**config.mk**
```make
export PLATFORM = sky130hd
export DESIGN_NAME = pngu_scan
export DESIGN_NICKNAME = d
export VERILOG_FILES = /design/src/hdl/pngu_pkg.sv /design/src/hdl/pngu_scan.sv
export SDC_FILE = /design/constraint.sdc
export NUM_CORES = 1
export LEC_CHECK = 0
export BUFFER_PORTS_ARGS = -buffer_cell sky130_fd_sc_hd__buf_2
export CAP_MARGIN = 20
export CORE_UTILIZATION = 55
export CTS_CLUSTER_DIAMETER = 40
export DETAILED_ROUTE_END_ITERATION = 7
export GPL_ROUTABILITY_DRIVEN = 0
export PLACE_DENSITY = 0.8
export SYNTH_ARGS = -nofsm -noshare
export SYNTH_HDL_FRONTEND = slang
export SYNTH_SLANG_ARGS = --single-unit
```
**constraint.sdc**
```tcl
create_clock -name clk -period 4.9 [get_ports clk]
set_input_delay 0.98 -clock clk [delete_from_list [all_inputs] [get_ports clk]]
set_output_delay 0.98 -clock clk [all_outputs]
set_load 0.01 [all_outputs]
```
**src/hdl/pngu_pkg.sv**
```systemverilog
// Shared constants and types for the PNG scanline unfilter.
package pngu_pkg;

	// Default sizing, handed to the top-level parameters.
	localparam int unsigned MAX_WIDTH_DEF    = 1024;
	localparam int unsigned MAX_HEIGHT_DEF   = 1024;
	localparam int unsigned PALETTE_SIZE_DEF = 256;

	// Configuration port.
	localparam int unsigned CFG_IDX_W  = 2;
	localparam int unsigned CFG_DATA_W = 11;

	typedef enum logic [CFG_IDX_W-1:0] {
		CFG_COLOR_MODE   = 2'd0,
		CFG_IMAGE_WIDTH  = 2'd1,
		CFG_IMAGE_HEIGHT = 2'd2
	} cfg_reg_t;

	// Color modes; code 3 is treated as RGBA.
	localparam logic [1:0] MODE_PALETTE = 2'd0;
	localparam logic [1:0] MODE_RGB     = 2'd1;
	localparam logic [1:0] MODE_RGBA    = 2'd2;

	// Row filter codes.
	localparam logic [2:0] FILT_NONE  = 3'd0;
	localparam logic [2:0] FILT_SUB   = 3'd1;
	localparam logic [2:0] FILT_UP    = 3'd2;
	localparam logic [2:0] FILT_AVG   = 3'd3;
	localparam logic [2:0] FILT_PAETH = 3'd4;

	localparam logic [7:0] ALPHA_OPAQUE = 8'hff;

	// Register reset values.
	localparam logic [1:0]            COLOR_MODE_RST   = MODE_RGBA;
	localparam logic [CFG_DATA_W-1:0] IMAGE_WIDTH_RST  = 11'd1024;
	localparam logic [CFG_DATA_W-1:0] IMAGE_HEIGHT_RST = 11'd1024;

	// Raster position flags for one pixel.
	typedef struct packed {
		logic first_row;
		logic first_col;
		logic row_end;
		logic image_end;
	} scan_flags_t;

endpackage

```
**src/hdl/pngu_scan.sv**
```systemverilog
// Column and row counters with row and image end detection.
module pngu_scan #(
	parameter int unsigned MAX_WIDTH  = pngu_pkg::MAX_WIDTH_DEF,
	parameter int unsigned MAX_HEIGHT = pngu_pkg::MAX_HEIGHT_DEF
) (
	input  logic                                         clk,
	input  logic                                         arst_n,
	input  logic                                         step,
	input  logic [pngu_pkg::CFG_DATA_W-1:0]              image_width,
	input  logic [pngu_pkg::CFG_DATA_W-1:0]              image_height,
	output logic [(MAX_WIDTH > 1 ? $clog2(MAX_WIDTH) : 1)-1:0] col,
	output pngu_pkg::scan_flags_t                        flags
);

	localparam int unsigned CW  = (MAX_WIDTH > 1) ? $clog2(MAX_WIDTH) : 1;
	localparam int unsigned RW  = (MAX_HEIGHT > 1) ? $clog2(MAX_HEIGHT) : 1;
	localparam int unsigned XW0 = $clog2(MAX_WIDTH + 1);
	localparam int unsigned YW0 = $clog2(MAX_HEIGHT + 1);
	localparam int unsigned XW  = (XW0 > pngu_pkg::CFG_DATA_W) ? XW0 : pngu_pkg::CFG_DATA_W;
	localparam int unsigned YW  = (YW0 > pngu_pkg::CFG_DATA_W) ? YW0 : pngu_pkg::CFG_DATA_W;

	logic [CW-1:0] col_q;
	logic [RW-1:0] row_q;
	logic [XW-1:0] w_raw, w_eff;
	logic [YW-1:0] h_raw, h_eff;
	logic          rend, iend;

	// Clamp the programmed size to 1..MAX.
	always_comb begin
		w_raw = XW'(image_width);
		h_raw = YW'(image_height);
		if (w_raw == '0) begin
			w_eff = XW'(1);
		end else if (w_raw > XW'(MAX_WIDTH)) begin
			w_eff = XW'(MAX_WIDTH);
		end else begin
			w_eff = w_raw;
		end
		if (h_raw == '0) begin
			h_eff = YW'(1);
		end else if (h_raw > YW'(MAX_HEIGHT)) begin
			h_eff = YW'(MAX_HEIGHT);
		end else begin
			h_eff = h_raw;
		end
	end

	// >= so a shrunk size mid-image ends the row on the next pixel
	assign rend = (XW'(col_q) + XW'(1)) >= w_eff;
	assign iend = rend && ((YW'(row_q) + YW'(1)) >= h_eff);

	always_ff @(posedge clk or negedge arst_n) begin
		if (!arst_n) begin
			col_q <= '0;
			row_q <= '0;
		end else if (step) begin
			if (rend) begin
				col_q <= '0;
				row_q <= iend ? '0 : row_q + RW'(1);
			end else begin
				col_q <= col_q + CW'(1);
			end
		end
	end

	assign col             = col_q;
	assign flags.first_row = (row_q == '0);
	assign flags.first_col = (col_q == '0);
	assign flags.row_end   = rend;
	assign flags.image_end = iend;

endmodule

```
# Yosys cells after proc, flatten, opt, wreduce, memory -nomap -nowiden
# Cells that the tools add are included.
classes:
  n_addsub: 4
  magnitude_cmp: 4
  mux: 6
  n_reduce_logical: 6
op_table:
  columns: ["cell", "count"]
  rows:
  - ["$mux 11", 4]
  - ["$add 10x1->11 const B", 2]
  - ["$ge 11x11->1", 2]
  - ["$gt 11x11->1 const B", 2]
  - ["$logic_not 11->1", 2]
  - ["$add 10x1->10 const B", 2]
  - ["$logic_not 10->1", 2]
  - ["$mux 10", 2]
  - ["$reduce_and 2->1", 1]
  - ["$logic_and 1x1->1", 1]
word_totals:
  ff_bits: 20
  in_bits: 25
  output_inout_bits: 14
  wordCells: 22

# Logic depth before layout (Yosys ltp)
logic_depth:
  depth_word: 6
  ltp_mapped: 13
  depth_no_buf: 13

# Least setup slack after synthesis
# No wires, ideal clock.
synth_timing:
  kind: "input to output"
  from: "input port image_width[6] (netlist name)"
  to: "output port flags[0] (netlist name)"
  t_arrival_ns: 2.516
  t_required_ns: 3.920
  slack_ns: 1.404
  path_stages: 11
  n_path_buf: 2
  path_cell_list: "nor4_1 -> a31oi_1 -> nor2_1 -> ha_1 -> nor2b_1 -> o21ai_0 -> a31oi_1 -> and2_1 -> buf_2 -> a21oi_1 -> buf_4"
synth_via:
  elab_chain_cells: 5
  elab_cells_between_ends: 6
  classes_between: "order compare: 2; mux: 2; reduce/logical: 2"
synth_lines:
  columns: ["item", "line_no", "source"]
  rows:
  - ["start: declaration", "pngu_scan.sv:9", "input logic [pngu_pkg::CFG_DATA_W-1:0] image_width,"]
  - ["$gt 11x11->1", "pngu_scan.sv:34", "end else if (w_raw > XW'(MAX_WIDTH)) begin"]
  - ["$mux 11", "pngu_scan.sv:34", null]
  - ["$mux 11 (*)", "pngu_scan.sv:32", "if (w_raw == '0) begin"]
  - ["$ge 11x11->1 (*)", "pngu_scan.sv:49", "assign rend = (XW'(col_q) + XW'(1)) >= w_eff;"]
  - ["$logic_and 1x1->1 (*)", "pngu_scan.sv:50", "assign iend = rend && ((YW'(row_q) + YW'(1)) >= h_eff);"]
  - ["end: declaration", "pngu_scan.sv:12", "output pngu_pkg::scan_flags_t flags"]
# Mark *: on every way between the ends. The rest lies on a longest branch, timed or not.

==> impl_metrics.ini <==
[run_status]
outcome = complete, no violations

[grt]
track_usage_pct = 23.9
grt_remaining_overflow = 0
grt_max_degree = 21
antenna_found_initial = 0
grt_pass1_wl_um = 6510
grt_pass1_vias = 1455

[run]
maxCapViolCount = 0

[worst_setup_path]
r2r_start = col[0]
required_ps = 3920
crit_fanout = 11
critical_path_arrival_ps = 3170
ff2ff_setup_slack_ps = 1800
ff2ff_path_depth = 13
crit_path_end_kind = output port
startpoint = col[0]
endpoint = flags[1]
worst-setup-path-type = reg2out
startpoint_type = register
r2r-end = col[2]

[yosys]
synth_area_leaders = dfrtp_1 27%, ha_1 17%, nand2_1 7.2%
synth_nets = 278
synth.most_common_cell = nand2_1
synth_area_sq_um = 1870
yosys-top-cells-count = 36 x nand2_1, 26 x ha_1, 20 x dfrtp_1
yosysSeqAreaShare_pct = 26.8
synth-edff-count = 0
syn_avg_cell_area_sq_um = 8.23
yosys_warnings = 0
ys.flop_type = dfrtp_1
syn_inst = 227
ys_ff_latch = 20
synthArstFlopShare_pct = 100
yosys.area.top_type_share_pct = 26.8
synth_top_area_cell = dfrtp_1
synthDistinctLibCells = 41

[floorplan]
rows = 20
dieHeight_um = 60.3
start_util_pct = 59.8
core_area_sq_um = 3130
die_x_um = 60.3
io_pins = 39
die_area_sq_um = 3640

[hold_path]
hold_depth = 1
holdCritPathClass = reg2reg

[sta]
period_share_pct = 84.8
hold_viol = 0
setup_viol = 0
fin_skew_ps = 5.68
maxSlewHeadroom_pct = 70.7
rsz0062_at_grt = false
clock.fmax_mhz = 241
worstMarginPinSlew_ps = 440
finalCriticalPeriod_ps = 4150
slew_viol_final = 0
finalSetupTns_ps = 0

[power_and_ir_drop]
ir_worst_vdd_v = 0.000198
p_leak_nw = 1.02
p_per_area_nw_per_um2 = 372

[clock_tree]
cts.hold.buffers_added = 0
clk_latency_ps = 300
cts.sinks = 20
cts_setup_buffers = 0
cts_tree = built
clk_pin_slew_ps = 110
clockBufferDepth = 2
ctsResizeCount = 0
cts_buffers = 3
h-tree-depth = 1
clockRootBuffer = clkbuf_4

[layout]
finalCoreUtilization_pct = 67.2
syn_to_final_growth_pct = 12.5
fill_cells = 274
insertedDiodeCount = 0
layout-drive-gt1-share_pct = 19.7
nets = 311

[drt]
drcViolationCount = 0
routedWlPerCell_um = 12.9
routed_via_density = 5.59
routed_wl_um = 3910
antenna_left = 0
via_count = 1693
drt_iter0_markers = 95
dr.pass1.iters = 4

[placed_design]
numPortBuffers = 38
dp_hpwl_um = 3150
==> stage by stage <==
step / area, sq um / hold slack (ps) / worst slack, ps / power (mW) / std cells
global placement: 2070 / 554 / 1010 / 0.675 / 299
global route: 2100 / 624 / 522 / 0.861 / 303
finish: 2100 / 593 / 746 / 0.782 / 303
CTS: 2100 / 600 / 778 / 0.785 / 303
detailed placement: 2070 / 569 / 864 / 0.690 / 299
floorplan: 1870 / 515 / 1400 / 0.574 / 227
==> layout make-up <==
class / count / area, sq um / share of cell area (%)
sequential: 20 / 500 / 23.8
timing repair buffer: 38 / 190 / 9.05
multi-input combinational: 182 / 1260 / 60.1
inverter: 15 / 56.3 / 2.68
tap: 44 / 55.1 / 2.62
clock buffer: 4 / 36.3 / 1.73
==> per-layer routing <==
metal | vias to the layer above | track usage (%) | part of all wire (%)
li1 | 874 | - | -
met1 | 776 | 36.4 | 51
met2 | 41 | 35.6 | 44
met3 | 2 | 3.25 | 4.0
met4 | 0 | 4.98 | 0.69
met5 | - | 0 | 0
==> registers in the layout (all words and copies together), names as in the netlist <==
signal	cells
row_q	10
col	10
==> cell families after synthesis <==
| kind of cell | after synthesis | synth area share (%) |
|---|---|---|
| AO/OA/AOI/OAI | 42 | 15.8 |
| buffers and inverters | 25 | 5.62 |
| AND/OR/NAND/NOR | 96 | 25.8 |
| adder cells (fa/ha/maj) | 26 | 17.4 |
| XOR/XNOR | 16 | 7.50 |
| multiplexers | 2 | 1.14 |
| flip-flops | 20 | 26.8 |
==> cells in the final DEF (no fill, tap or decap), types with 2 or more instances in the layout <==
cell      Yosys  layout
ha_1         26      26
o21ai_0      13      13
nor2_1       17      17
a22o_1        4       4
dfrtp_1      20      20
nand3_1      15      15
nor3_1        2       2
nand4_1       3       3
nor2_4        2       2
nor4_1        9       9
xnor2_1      13      13
o21bai_1      2       2
inv_1        13      13
and3_1        3       3
a21oi_1       8       8
nand2_1      36      36
a221o_1       4       4
clkinv_1      2       2
buf_2         3      38
a31oi_1       3       3
clkbuf_4      0       3
nand3b_1      2       2
xor2_1        3       3
==> worst min-delay path by stage <==
stage	start	endpoint	slack, ps
2_1_floorplan	row_q[9]	row_q[9]	520
3_3_place_gp	row_q[9]	row_q[9]	550
3_5_place_dp	row_q[4]	row_q[4]	570
4_1_cts	row_q[4]	row_q[4]	600
5_1_grt	arst_n	row_q[4]	620
6_report	row_q[4]	row_q[4]	590
==> worst max-delay path, stage by stage, from the launching register on <==
cell	delay, ps
dfrtp_1	460
ha_1	270
and3_1	240
nand2_1	100
nor2_1	150
xnor2_1	180
ha_1	290
a21oi_1	140
o21ai_0	140
a31oi_1	220
and2_1	410
inv_1	120
buf_2	160
==> report_power, final <==
group | switching [mW] | internal, mW | leakage (nW)
sequential | 0.0733 | 0.206 | 0.249
combinational | 0.227 | 0.181 | 0.749
clock | 0.0488 | 0.0453 | 0.0210
total | 0.349 | 0.433 | 1.02
Note: power is estimated with default switching activity, not from simulation.
