<file path="src/hdl/pngu_pkg.sv">
// Shared constants and types for the PNG scanline unfilter.
package pngu_pkg;

	// Default sizing, handed to the top-level parameters.
	localparam int unsigned MAX_WIDTH_DEF    = 1024;
	localparam int unsigned MAX_HEIGHT_DEF   = 1024;
	localparam int unsigned PALETTE_SIZE_DEF = 256;

	// Configuration port.
	localparam int unsigned CFG_IDX_W  = 2;
	localparam int unsigned CFG_DATA_W = 11;

	typedef enum logic [CFG_IDX_W-1:0] {
		CFG_COLOR_MODE   = 2'd0,
		CFG_IMAGE_WIDTH  = 2'd1,
		CFG_IMAGE_HEIGHT = 2'd2
	} cfg_reg_t;

	// Color modes; code 3 is treated as RGBA.
	localparam logic [1:0] MODE_PALETTE = 2'd0;
	localparam logic [1:0] MODE_RGB     = 2'd1;
	localparam logic [1:0] MODE_RGBA    = 2'd2;

	// Row filter codes.
	localparam logic [2:0] FILT_NONE  = 3'd0;
	localparam logic [2:0] FILT_SUB   = 3'd1;
	localparam logic [2:0] FILT_UP    = 3'd2;
	localparam logic [2:0] FILT_AVG   = 3'd3;
	localparam logic [2:0] FILT_PAETH = 3'd4;

	localparam logic [7:0] ALPHA_OPAQUE = 8'hff;

	// Register reset values.
	localparam logic [1:0]            COLOR_MODE_RST   = MODE_RGBA;
	localparam logic [CFG_DATA_W-1:0] IMAGE_WIDTH_RST  = 11'd1024;
	localparam logic [CFG_DATA_W-1:0] IMAGE_HEIGHT_RST = 11'd1024;

	// Raster position flags for one pixel.
	typedef struct packed {
		logic first_row;
		logic first_col;
		logic row_end;
		logic image_end;
	} scan_flags_t;

endpackage

</file>
<file path="src/hdl/pngu_recon.sv">
// Per-lane inverse of the PNG row filters for one pixel.
module pngu_recon (
	input  logic [1:0]  color_mode,
	input  logic [2:0]  filter_type,
	input  logic [31:0] raw,
	input  logic [31:0] left,
	input  logic [31:0] up,
	input  logic [31:0] upper_left,
	output logic [31:0] rec,
	output logic        bad
);

	function automatic logic [7:0] paeth_pick(input logic [7:0] a, input logic [7:0] b,
			input logic [7:0] c);
		logic signed [10:0] p, da, db, dc;
		p  = $signed({3'b000, a}) + $signed({3'b000, b}) - $signed({3'b000, c});
		da = p - $signed({3'b000, a});
		db = p - $signed({3'b000, b});
		dc = p - $signed({3'b000, c});
		if (da < 0) da = -da;
		if (db < 0) db = -db;
		if (dc < 0) dc = -dc;
		if (da <= db && da <= dc) begin
			return a;
		end else if (db <= dc) begin
			return b;
		end else begin
			return c;
		end
	endfunction

	function automatic logic [7:0] undo_lane(input logic [2:0] f, input logic [7:0] r,
			input logic [7:0] a, input logic [7:0] b, input logic [7:0] c);
		logic [7:0] pred;
		logic [8:0] sum;
		sum = {1'b0, a} + {1'b0, b};
		unique case (f)
			pngu_pkg::FILT_SUB:   pred = a;
			pngu_pkg::FILT_UP:    pred = b;
			pngu_pkg::FILT_AVG:   pred = sum[8:1];
			pngu_pkg::FILT_PAETH: pred = paeth_pick(a, b, c);
			default:              pred = 8'd0;
		endcase
		return r + pred;
	endfunction

	logic [2:0] f_eff;
	logic [3:0] lane_on;
	logic       is_rgb;

	assign bad    = filter_type > pngu_pkg::FILT_PAETH;
	assign f_eff  = bad ? pngu_pkg::FILT_NONE : filter_type;
	assign is_rgb = (color_mode == pngu_pkg::MODE_RGB);

	// Palette filters the index lane only; RGB leaves alpha out.
	assign lane_on[0] = 1'b1;
	assign lane_on[1] = (color_mode != pngu_pkg::MODE_PALETTE);
	assign lane_on[2] = (color_mode != pngu_pkg::MODE_PALETTE);
	assign lane_on[3] = (color_mode != pngu_pkg::MODE_PALETTE) && !is_rgb;

	always_comb begin
		for (int k = 0; k < 4; k++) begin
			if (lane_on[k]) begin
				rec[8*k +: 8] = undo_lane(f_eff, raw[8*k +: 8], left[8*k +: 8],
					up[8*k +: 8], upper_left[8*k +: 8]);
			end else if (k == 3 && is_rgb) begin
				rec[8*k +: 8] = pngu_pkg::ALPHA_OPAQUE;
			end else begin
				rec[8*k +: 8] = 8'd0;
			end
		end
	end

endmodule

</file>
<file path="config.mk">
export PLATFORM = sky130hd
export DESIGN_NAME = pngu_recon
export DESIGN_NICKNAME = d
export VERILOG_FILES = /design/src/hdl/pngu_pkg.sv /design/src/hdl/pngu_recon.sv
export SDC_FILE = /design/constraint.sdc
export NUM_CORES = 1
export LEC_CHECK = 0
export ABC_AREA = 1
export BUFFER_PORTS_ARGS = -buffer_cell sky130_fd_sc_hd__buf_2
export CORE_MARGIN = 5
export CORE_UTILIZATION = 33
export DETAILED_ROUTE_END_ITERATION = 12
export PLACE_DENSITY_LB_ADDON = 0.3
export SLEW_MARGIN = 30
export SYNTH_ARGS = -nofsm -noshare
export SYNTH_HDL_FRONTEND = slang
export SYNTH_SLANG_ARGS = --single-unit
</file>
<file path="constraint.sdc">
create_clock -name vclk -period 20.1
set_input_delay 1.005 -clock vclk [all_inputs]
set_output_delay 1.005 -clock vclk [all_outputs]
set_load 0.02 [all_outputs]
</file>
# Word-level counts from Yosys, hierarchy flattened
# Index checks and enable logic that the tools add are counted.
# W data, S select, Z words.
# word_totals
elab_cells	130
out_inout_bits	33
reg_bits	0
# classes
n_eq_ne	5
reduce_logical	7
order_cmp	25
add_sub_neg	40
muxes	53
# ops
operator	count
$mux W11	33
$le A11 B11 Y1	12
$lt A11 B1 Y1 const B	12
$neg A11 Y11	12
$sub A10 B9 Y11	12
$pmux W8 S4	4
$mux W8	15
$add A8 B8 Y9	8
$sub A9 B8 Y10	4
$add A8 B8 Y8	4
$eq A3 B2 Y1 const B	2
$logic_and A1 B1 Y1	5
$eq A3 B1 Y1 const B	1
$eq A3 B3 Y1 const B	1
$gt A3 B3 Y1 const B	1
$mux W3	1
$eq A2 B1 Y1 const B	1
$reduce_bool A2 Y1	1
$logic_not A1 Y1	1

# Logic depth before layout (Yosys ltp)
# logic_depth
ltp_word	14
depth_mapped	46
mapped_depth_nobuf	45

# Worst setup path before layout
# OpenSTA, ideal clock, no wires.
# synth_path
kind	input to output
from	input port left[26]
to	output port rec[30]
stages	38
arrival_time_ns	7.074
path_slack_ns	12.021
cell_sequence	inv_1 fa_1 inv_1 ha_1 a21oi_1 o21ai_1 nor2_1 xnor2_1 ha_1 a21oi_1 o21a_1 o21ai_0 xnor2_1 nand3_1 nor2_1 nand2_1 nand3_1 nand2_1 [2 not listed] nor2_1 and2_1 nand2_1 nand2_1 nand2_1 nand2_1 clkbuf_1 o211ai_1 o211ai_1 ha_1 inv_1 fa_1 o21ai_0 nand2_1 a21oi_1 nor2_1 xor2_1 o21ai_0
# synth_between
elab_chain_cells	14
elab_cells_between_ends	31
cone_classes	add/sub (10); order compare (6); mux (14); reduce/logical (1)
# synth_rtl
element	line	rtl
from (decl)	pngu_recon.sv:6	input logic [31:0] left,
$add A8 B8 Y9	pngu_recon.sv:16, pngu_recon.sv:36	
$sub A9 B8 Y10	pngu_recon.sv:16	p = $signed({3'b000, a}) + $signed({3'b000, b}) - $signed({3'b000, c});
$sub A10 B9 Y11, on equally long branches	pngu_recon.sv:18, pngu_recon.sv:17, pngu_recon.sv:19	
$neg A11 Y11, or another cell as far along	pngu_recon.sv:21	if (db < 0) db = -db;
$mux W11, on equally long branches	pngu_recon.sv:21, pngu_recon.sv:20, pngu_recon.sv:22	
$mux W11	pngu_recon.sv:37	unique case (f)
$mux W11	pngu_recon.sv:63	if (lane_on[k]) begin
$le A11 B11 Y1, on equally long branches	pngu_recon.sv:25, pngu_recon.sv:23	
$mux W8 or $logic_and A1 B1 Y1 (tied branches)	pngu_recon.sv:25, pngu_recon.sv:23	
$mux W8	pngu_recon.sv:23	if (da <= db && da <= dc) begin
$pmux W8 S4 (*)	pngu_recon.sv:37	
$mux W8 (*)	pngu_recon.sv:63	
$add A8 B8 Y8 (*)	pngu_recon.sv:44	return r + pred;
$mux W8 (*)	pngu_recon.sv:63	
to (decl)	pngu_recon.sv:9	output logic [31:0] rec,
# Mark *: on every way between the ends. The rest lies on a longest branch, timed or not. The select of a mux whose other input is x is not followed.

# Worst setup path after layout
# layout_path
from	input port left[10]
to	output port rec[14]
# Same word-level chain as after synthesis.

==> impl_metrics.yaml <==
outcome:
  status: "completed"
critical_path:
  crit_path_top_delay_cell: "fa_1"
  max_stage_delay_ns: 0.54
  cp_data_required_time_ns: 19.09
  path_max_fanout: 15
  cp_data_arrival_time_ns: 8.95
  critPathLaunchType: "input pin"
  cp-end-kind: "primary output"
  worst_path_most_repeated_cell: "nand2_1"
  crit_type: "in2out"
synth:
  ys_seq_area_frac: 0
  yosysMostFrequentCell: "nand2_1"
  syn_inst: 2711
  syn_area_per_cell_um2: 6.11
  ys_top_cells_by_count: "nand2_1 (645), inv_1 (499), ha_1 (318)"
  ys_types: 58
  netlist_area_um2: 16600
  synth.top_cell.area_share: 0.240
  synth.largest_area_cell: "ha_1"
  synth_warnings: 0
  ys_top_cells_by_area: "ha_1 (24%), nand2_1 (15%), inv_1 (11%), xor2_1 (6.7%), fa_1 (6.3%)"
placed_design:
  place_ws_ns: 10.36
  io_buffers: 166
  place_hpwl_um: 48900
  place_congestion: 0.959
global_routing:
  grt_pass1_vias: 16100
  grt_use_total: 0.195
  grt_pass1_wl_um: 87200
  grt_max_degree: 33
  antenna_found_initial: 2
  grt_overflow: 0
power_and_ir_drop:
  pwr-share-seq: 0
  total_power_mw: 3.43
  leakage_nw: 10.4
  ir_worst_vdd_v: 0.0000916
  netSwitchingFraction: 0.642
  internal_power_mw: 1.23
  powerDensity_nw_per_um2: 188
  switchingPower_mw: 2.20
  power_frac_comb: 1.000
  p_clk_frac: 0
die:
  core_um2: 50000
  die_w_um: 234
  chipHeight_um: 234
  initial_core_util: 0.332
  std_cell_rows: 82
  design.die.area_um2: 54800
  num_io_pins: 166
finish:
  finalNetCount: 3378
  multiInputGateArea_um2: 14600
  seq_area_um2: 0
  num-fill-cells: 5596
  clock_buffers: 0
  drive_above_1_share: 0.0908
  layout-area-overhead-vs-synth_pct: 10.2
  seq_cells: 0
clock_network:
  ctsHoldBuffers: 0
  post_cts_buffers: 0
  cts-resized-gates: 0
worst_hold_path:
  hp-class: "in2out"
timing:
  final.setup.worst_slack_ns: 10.15
  tns_ns: 0
  rsz0062_at_grt: "false"
  clock.fmax_ghz: 0.100
  setup_viol: 0
  period_needed_ns: 9.95
  final_hold_viol_count: 0
  fin_crit_sh: 0.495
  drv_slew: 0
  worst_pin_slew_ns: 0.980
  slew_headroom: 0.346
detailed_routing:
  vias: 17500
  drt_iter0_markers: 1319
  drc: 0
  totalWireLength_um: 55300
  wl_per_cell_um: 15.6
  drtAntennaViolNets: 0
  dr.pass1.iters: 5
  viasPerCell: 4.92
run:
  cap_violations: 0
## final cells by class
| cell class | count | share of cell area |
|---|---|---|
| Tap cell | 672 | 0.0460 |
| Inverter | 506 | 0.104 |
| Antenna cell | 2 | 0.000274 |
| Timing Repair Buffer | 174 | 0.0488 |
| Multi-Input combinational cell | 2193 | 0.801 |
## logic make-up after synthesis
group	after synthesis	share of synthesized area
other cells	2	0.000453
buf+inv	528	0.121
fa+ha+maj	370	0.303
xor+xnor	194	0.107
simple gates	1159	0.308
compound gates	458	0.161
## placed cells by master (no fill, tap or decap), types with 7 or more instances in the layout
| master | n |
|---|---|
| nand2_1 | 645 |
| nor2_1 | 158 |
| nand2_2 | 22 |
| o22ai_1 | 17 |
| nor3_1 | 18 |
| or2_2 | 12 |
| conb_1 | 12 |
| o211ai_1 | 44 |
| inv_1 | 499 |
| nand3b_1 | 27 |
| a31oi_1 | 10 |
| nand4_1 | 60 |
| a21oi_1 | 199 |
| o21ai_1 | 13 |
| o21ai_0 | 105 |
| xor2_1 | 127 |
| nand3_1 | 183 |
| fa_1 | 52 |
| o221ai_1 | 7 |
| o21a_1 | 9 |
| xnor2_2 | 8 |
| buf_2 | 166 |
| nand2_4 | 8 |
| buf_4 | 8 |
| a21o_1 | 13 |
| ha_1 | 318 |
| o21bai_1 | 12 |
| xnor2_1 | 57 |
## stage by stage
| step | area [µm²] | util | cells | hold slack, ns |
|---|---|---|---|---|
| after floorplan | 16600 | - | 2721 | 2.15 |
| after global placement | 18300 | 0.365 | 3545 | 2.36 |
| after detailed placement | 18300 | 0.365 | 3545 | 2.36 |
| after CTS | 18300 | 0.365 | 3545 | 2.36 |
| after global routing | 18300 | 0.365 | 3546 | 2.39 |
| final | 18300 | 0.365 | 3547 | 2.36 |
## worst paths after layout
path / end / from / cells past startpoint / slack [ns]
worst max-delay path: rec[14] / left[10] / 43 / 10.15
worst min-delay path: rec[0] / raw[0] / 3 / 2.36
## power groups by stage
stage                     sequential, mW  combinational, mW      clock, mW
after floorplan                        0               2.62              0
after global placement                 0               3.40              0
after detailed placement               0               3.40              0
after CTS                              0               3.42              0
after global routing                   0               3.95  0.00000000667
final                                  0               3.43   0.0000000133
## critical path, delay by kind of cell
kind	cells	cell delay, ns
simple gates	16	2.53
xor+xnor	2	0.57
buf+inv	7	0.76
fa+ha+maj	6	2.03
compound gates	12	2.01
## metal layers
layer,share of wire,vias to the layer above,global-route usage
li1,-,9230,-
met1,0.51,7754,0.298
met2,0.43,449,0.314
met3,0.051,27,0.0120
met4,0.013,0,0.0156
met5,0,-,0
(Power assumes the default switching activity.)
